## src/design/sobel_edge_rgb_unit_macros.svh

```systemverilog
// Assertion macros shared by the Sobel edge RTL.
`ifndef SOBEL_EDGE_RGB_UNIT_MACROS_SVH
`define SOBEL_EDGE_RGB_UNIT_MACROS_SVH

// The condition must hold at every clock edge out of reset.
`define SED_ASSERT_ALWAYS(label, cond) \
    label: assert property (@(posedge clk) disable iff (!rst_n) (cond)) \
        else $error("sobel edge check failed");

// When the antecedent holds, the consequent must hold in the next cycle.
`define SED_ASSERT_NEXT(label, ante, cons) \
    label: assert property (@(posedge clk) disable iff (!rst_n) (ante) |=> (cons)) \
        else $error("sobel edge check failed");

`endif

```

## src/design/sed_pkg.sv

```systemverilog
// Types, constants and the square-root step shared by the Sobel edge unit.
`timescale 1ns / 1ps
`default_nettype none

package sed_pkg;

    localparam int CH_W      = 8;
    localparam int PIX_W     = 3 * CH_W;
    localparam int NUM_LANES = 3;
    localparam int WIN_N     = 9;
    localparam int GRAD_W    = 10;
    localparam int SUM_W     = 2 * GRAD_W + 1;
    localparam int ROOT_IN_W = 16;
    localparam int REM_W     = 10;

    localparam int CFG_W     = 11;
    localparam int CFG_IDX_W = 1;

    localparam logic [CFG_IDX_W-1:0] REG_WIDTH  = CFG_IDX_W'(0);
    localparam logic [CFG_IDX_W-1:0] REG_HEIGHT = CFG_IDX_W'(1);

    localparam int RESET_WIDTH  = 640;
    localparam int RESET_HEIGHT = 480;

    // Above this sum of squares the rounded root is at least 255.
    localparam int               SAT_LIMIT = 65280;
    localparam logic [CH_W-1:0]  MAG_MAX   = 8'd255;

    typedef struct packed {
        logic            cmd;
        logic [CH_W-1:0] in_red;
        logic [CH_W-1:0] in_green;
        logic [CH_W-1:0] in_blue;
    } pixel_t;

    typedef struct packed {
        logic [CH_W-1:0] out_red;
        logic [CH_W-1:0] out_green;
        logic [CH_W-1:0] out_blue;
        logic            frame_last;
    } result_t;

    typedef struct packed {
        logic load_grad;
        logic load_sum;
        logic load_root_hi;
        logic load_root_lo;
    } sed_lane_ctl_t;

    typedef struct packed {
        logic [CH_W-1:0]  root;
        logic [REM_W-1:0] rem;
    } root_state_t;

    // One restoring square-root step: brings in two more radicand bits and
    // decides one more root bit. The remainder never exceeds twice the root.
    function automatic root_state_t root_step(input root_state_t st, input logic [1:0] pair);
        logic [REM_W-1:0] shifted;
        logic [REM_W-1:0] trial;
        root_state_t      nx;
        shifted = {st.rem[REM_W-3:0], pair};
        trial   = {1'b0, st.root[CH_W-2:0], 2'b01};
        if (shifted >= trial)
        begin
            nx.rem  = shifted - trial;
            nx.root = {st.root[CH_W-2:0], 1'b1};
        end
        else
        begin
            nx.rem  = shifted;
            nx.root = {st.root[CH_W-2:0], 1'b0};
        end
        return nx;
    endfunction

endpackage

`default_nettype wire

```

## src/design/sed_lane.sv

```systemverilog
// One color lane: Sobel gradients, sum of squares and rounded square root.
`timescale 1ns / 1ps
`default_nettype none

module sed_lane
    import sed_pkg::*;
(
    input  logic                         clk,
    input  sed_lane_ctl_t                ctl,
    input  logic [WIN_N-1:0][CH_W-1:0]   win,
    output logic [CH_W-1:0]              mag
);

    logic [GRAD_W-1:0]   pos_x;
    logic [GRAD_W-1:0]   neg_x;
    logic [GRAD_W-1:0]   pos_y;
    logic [GRAD_W-1:0]   neg_y;
    logic [GRAD_W-1:0]   ax_next;
    logic [GRAD_W-1:0]   ay_next;
    logic [GRAD_W-1:0]   ax_reg;
    logic [GRAD_W-1:0]   ay_reg;
    logic [2*GRAD_W-1:0] sq_x;
    logic [2*GRAD_W-1:0] sq_y;
    logic [SUM_W-1:0]    sum_next;
    logic [ROOT_IN_W-1:0] sum_reg;
    logic                sat_sum_reg;
    root_state_t         hi_next;
    root_state_t         hi_reg;
    logic [CH_W-1:0]     lo_bits_reg;
    logic                sat_hi_reg;
    root_state_t         lo_state;
    logic                round_up;
    logic [CH_W-1:0]     mag_next;
    logic [CH_W-1:0]     mag_reg;

    // Window index is column * 3 + row; the left and top taps are negative.
    always_comb
    begin
        pos_x = {2'b00, win[6]} + {1'b0, win[7], 1'b0} + {2'b00, win[8]};
        neg_x = {2'b00, win[0]} + {1'b0, win[1], 1'b0} + {2'b00, win[2]};
        pos_y = {2'b00, win[2]} + {1'b0, win[5], 1'b0} + {2'b00, win[8]};
        neg_y = {2'b00, win[0]} + {1'b0, win[3], 1'b0} + {2'b00, win[6]};
        ax_next = (pos_x >= neg_x) ? (pos_x - neg_x) : (neg_x - pos_x);
        ay_next = (pos_y >= neg_y) ? (pos_y - neg_y) : (neg_y - pos_y);
    end

    always_ff @(posedge clk)
    begin
        if (ctl.load_grad)
        begin
            ax_reg <= ax_next;
            ay_reg <= ay_next;
        end
    end

    assign sq_x     = {{GRAD_W{1'b0}}, ax_reg} * {{GRAD_W{1'b0}}, ax_reg};
    assign sq_y     = {{GRAD_W{1'b0}}, ay_reg} * {{GRAD_W{1'b0}}, ay_reg};
    assign sum_next = {1'b0, sq_x} + {1'b0, sq_y};

    always_ff @(posedge clk)
    begin
        if (ctl.load_sum)
        begin
            sum_reg     <= sum_next[ROOT_IN_W-1:0];
            sat_sum_reg <= (sum_next > SAT_LIMIT);
        end
    end

    // Upper four root bits come from the upper byte of the radicand.
    always_comb
    begin
        hi_next = '0;
        for (int i = 0; i < 4; i++)
        begin
            hi_next = root_step(hi_next, sum_reg[ROOT_IN_W-1-2*i -: 2]);
        end
    end

    always_ff @(posedge clk)
    begin
        if (ctl.load_root_hi)
        begin
            hi_reg      <= hi_next;
            lo_bits_reg <= sum_reg[CH_W-1:0];
            sat_hi_reg  <= sat_sum_reg;
        end
    end

    // The root rounds up when the remainder is above the root itself.
    always_comb
    begin
        lo_state = hi_reg;
        for (int i = 0; i < 4; i++)
        begin
            lo_state = root_step(lo_state, lo_bits_reg[CH_W-1-2*i -: 2]);
        end
        round_up = (lo_state.rem > {2'b00, lo_state.root});
        if (sat_hi_reg || (lo_state.root == MAG_MAX))
        begin
            mag_next = MAG_MAX;
        end
        else
        begin
            mag_next = lo_state.root + {{(CH_W-1){1'b0}}, round_up};
        end
    end

    always_ff @(posedge clk)
    begin
        if (ctl.load_root_lo)
        begin
            mag_reg <= mag_next;
        end
    end

    assign mag = mag_reg;

endmodule

`default_nettype wire
```

## config.mk

```make
export PLATFORM = sky130hd
export DESIGN_NAME = sed_lane
export DESIGN_NICKNAME = d
export VERILOG_FILES = /design/src/design/sobel_edge_rgb_unit_macros.svh /design/src/design/sed_pkg.sv /design/src/design/sed_lane.sv
export SDC_FILE = /design/constraint.sdc
export NUM_CORES = 1
export LEC_CHECK = 0
export BUFFER_PORTS_ARGS = -buffer_cell sky130_fd_sc_hd__buf_2
export CAP_MARGIN = 20
export CORE_ASPECT_RATIO = 1.2
export CORE_UTILIZATION = 54
export CTS_BUF_LIST = sky130_fd_sc_hd__clkbuf_16
export DETAILED_ROUTE_END_ITERATION = 8
export PLACE_DENSITY = 0.72
export SKIP_CTS_REPAIR_TIMING = 1
export SYNTH_ARGS = -nofsm -noshare
export SYNTH_HDL_FRONTEND = slang
export SYNTH_SLANG_ARGS = --single-unit
```

## constraint.sdc

```tcl
create_clock -name clk -period 23.3 [get_ports clk]
set_clock_uncertainty 0.2 [all_clocks]
set_input_delay 1.165 -clock clk [delete_from_list [all_inputs] [get_ports clk]]
set_output_delay 1.165 -clock clk [all_outputs]
set_load 0.05 [all_outputs]
```

==> metrics.md <==
| Metric | Value |
|---|---|
| Synthesized cell area | `0.0136 sq mm` |
| Final hold vios | `0` |
| Final TNS setup | `0 ns` |
| Worst-case clock buffer depth | `2` |
| Largest net degree at the start of global routing | `22` |
| Port buffer count | `76` |
| CP max stage cell | `nor2_2` |
| Initial core utilization | `55.0%` |
| Outcome | `complete, no violations` |
| Syn. warnings | `0` |
| Routed vias | `10043` |
| Critical Path Max Stage Delay | `0.74 ns` |
| DR WL/cell | `15.5 um` |
| Number of distinct library cells after synthesis | `67` |
| CP arrival | `12.62 ns` |
| Die X-Extent | `147 um` |
| Row count | `63` |
| Clk_lat worst skew | `0.35 ns` |
| Worst setup path end | `mag[6]$_SDFFCE_PP1P_` |
| Syn nets | `1909` |
| Clk sinks | `66` |
| FF-to-FF setup slack | `10.58 ns` |
| Ports | `85` |
| Chip height | `176 um` |
| Achievable frequency | `78.6 MHz` |
| Startpoint types | `register` |
| Sequential fraction of the synthesis area | `14.6%` |
| Mapped Cells | `1452` |
| Worst r2r dst | `mag[6]$_SDFFCE_PP1P_` |
| Post-synth EDFFs | `66` |
| Initial antenna violation count | `0` |
| Crit end category | `register` |
| Worst min path class | `reg -> reg` |
| Commonest non-fill, non-tap cell in the layout | `inv_1` |
| Setup CP Type | `reg -> reg` |
| Largest register FFs | `16` |
| GRT Residual Overflow | `0` |
| Met1 usage | `25.5%` |
| FF-to-FF path depth | `46` |
| First-pass GRT wire length | `48.1 mm` |
| DRT Pass-1 Iters | `5` |
| Initial drt markers | `445` |
| Worst-path clk slew | `0.06 ns` |
| Synthesized flop and latch total | `66` |
| Most used cell, CP | `ha_1` |
| Root cell of the clock tree | `clkbuf_16` |
| Grt met3 use | `2.73%` |
| Mapped Avg Cell Area | `9.35 sq um` |
| Crit. Startpoint | `hi_reg[10]$_DFFE_PP_` |
| GR Layer Usage met2 | `46.4%` |
| Worst Tran Pin Value | `0.885 ns` |
| Share of cells above drive strength 1 | `7.68%` |
| Top FF cell, synth | `edfxtp_1` |
| Crit Path Max Fanout | `18` |
| Core Area | `0.0247 sq mm` |
| Maxcap violations | `0` |
| Die Area | `0.0258 sq mm` |
| Net count, final | `1976` |
| Commonest cells after routing, fill and taps aside | `inv_1 (277), ha_1 (216), fa_1 (164)` |
| Drc violations | `0` |
| Final max-slew violation count | `0` |
| Remaining antenna violation count | `0` |
| Post-DP HPWL | `24.5 mm` |
| Worst r2r src | `hi_reg[10]$_DFFE_PP_` |
| Vias per cell | `5.43` |
| Slew headroom | `40.8%` |
| DP Worst Slack | `10.68 ns` |
| Tcrit/Tclk final | `54.6%` |
| CTS buffer count | `9` |
| Unrepaired setup endpoints after global routing | `no` |
| Final wirelength | `28.6 mm` |
| Final Setup Violations | `0` |
| Area growth from synthesis to layout | `7.51%` |
| H-tree Lvls | `3` |
| Vias in the first global route | `10597` |
| Inst Count DP | `1831` |
| Post-Layout Cell Count | `1849` |
| Global Route Usage Sum | `23.4%` |
| Worst EP required | `23.20 ns` |
| Tmin final | `12.72 ns` |
| GP Congestion | `0.875` |
| CTS tree | `yes` |
| Diodes inserted | `0` |
| Final Worst Setup Slack | `10.58 ns` |
| Layer with the highest usage | `met2` |
| Ys async rst share | `0%` |
worst min path at each step:
stage	startpoint	end	slack, ns	cells past startpoint
floorplan	sum_reg[0]$_DFFE_PP_	lo_bits_reg[0]$_DFFE_PP_	0.20	0
global placement	sum_reg[2]$_DFFE_PP_	lo_bits_reg[2]$_DFFE_PP_	0.20	0
detailed placement	sum_reg[1]$_DFFE_PP_	lo_bits_reg[1]$_DFFE_PP_	0.20	0
CTS	sum_reg[1]$_DFFE_PP_	lo_bits_reg[1]$_DFFE_PP_	0.22	0
global route	sum_reg[6]$_DFFE_PP_	lo_bits_reg[6]$_DFFE_PP_	0.24	0
finish	sum_reg[1]$_DFFE_PP_	lo_bits_reg[1]$_DFFE_PP_	0.22	0
per-stage QoR:
step	hold WS, ns	utilization [%]	cell area (sq um)
floorplan	0.200	-	13600
global placement	0.203	57.8	14300
detailed placement	0.205	57.8	14300
CTS	0.219	59.1	14600
global route	0.243	59.1	14600
finish	0.217	59.1	14600
kinds of logic (layout without fill, tap and decap cells):
| logic type | after synthesis | after routing | synth area share [%] |
|---|---|---|---|
| DFF | 66 | 66 | 14.6 |
| buffers and inverters | 300 | 372 | 8.43 |
| xor gates and xnor gates | 111 | 111 | 7.16 |
| adders and majority gates | 380 | 380 | 44.1 |
| AOI/OAI and AO/OA | 260 | 260 | 12.5 |
| and+or+nand+nor | 308 | 308 | 11.0 |
| muxes | 27 | 27 | 2.17 |
per-layer routing:
| layer | wire length [um] | vias to the layer above |
|---|---|---|
| met5 | 0 | - |
| li1 | - | 4933 |
| met3 | 833 | 48 |
| met1 | 11300 | 4876 |
| met2 | 15800 | 186 |
| met4 | 690 | 0 |
worst max-delay path, delay by kind of cell (launching register included):
| kind | cells | cell delay [ns] |
|---|---|---|
| muxes | 1 | 0.45 |
| and+or+nand+nor | 15 | 3.82 |
| buffers and inverters | 2 | 0.64 |
| DFF | 1 | 0.42 |
| adders and majority gates | 7 | 2.16 |
| xor gates and xnor gates | 1 | 0.13 |
| AOI/OAI and AO/OA | 20 | 4.70 |
synthesized netlist by cell type, types with 15 or more instances:
cell type | instances | area, sq um
xor2_1 | 31 | 272
clkbuf_1 | 18 | 67.6
inv_1 | 277 | 1040
o21bai_1 | 21 | 158
ha_1 | 216 | 2700
a21o_1 | 26 | 195
fa_1 | 164 | 3280
xnor2_1 | 80 | 701
o21a_1 | 15 | 113
edfxtp_1 | 66 | 1980
and2_1 | 41 | 257
o21ai_0 | 55 | 275
nor3_1 | 21 | 105
a21oi_1 | 82 | 410
nor2_1 | 77 | 289
nand2_1 | 94 | 353
cell type report:
| class | instances | area, sq um |
|---|---|---|
| Multi-Input combinational cell | 1086 | 10400 |
| Timing Repair Buffer | 78 | 395 |
| Fill cell | 2158 | 10100 |
| Tap cell | 325 | 407 |
| Clock inverter | 7 | 91.3 |
| Inverter | 278 | 1040 |
| Clock buffer | 9 | 225 |
| Sequential cell | 66 | 1980 |
Power is not shown: default switching activity piles up to over one toggle a cycle in this logic, so the estimate is an artifact.
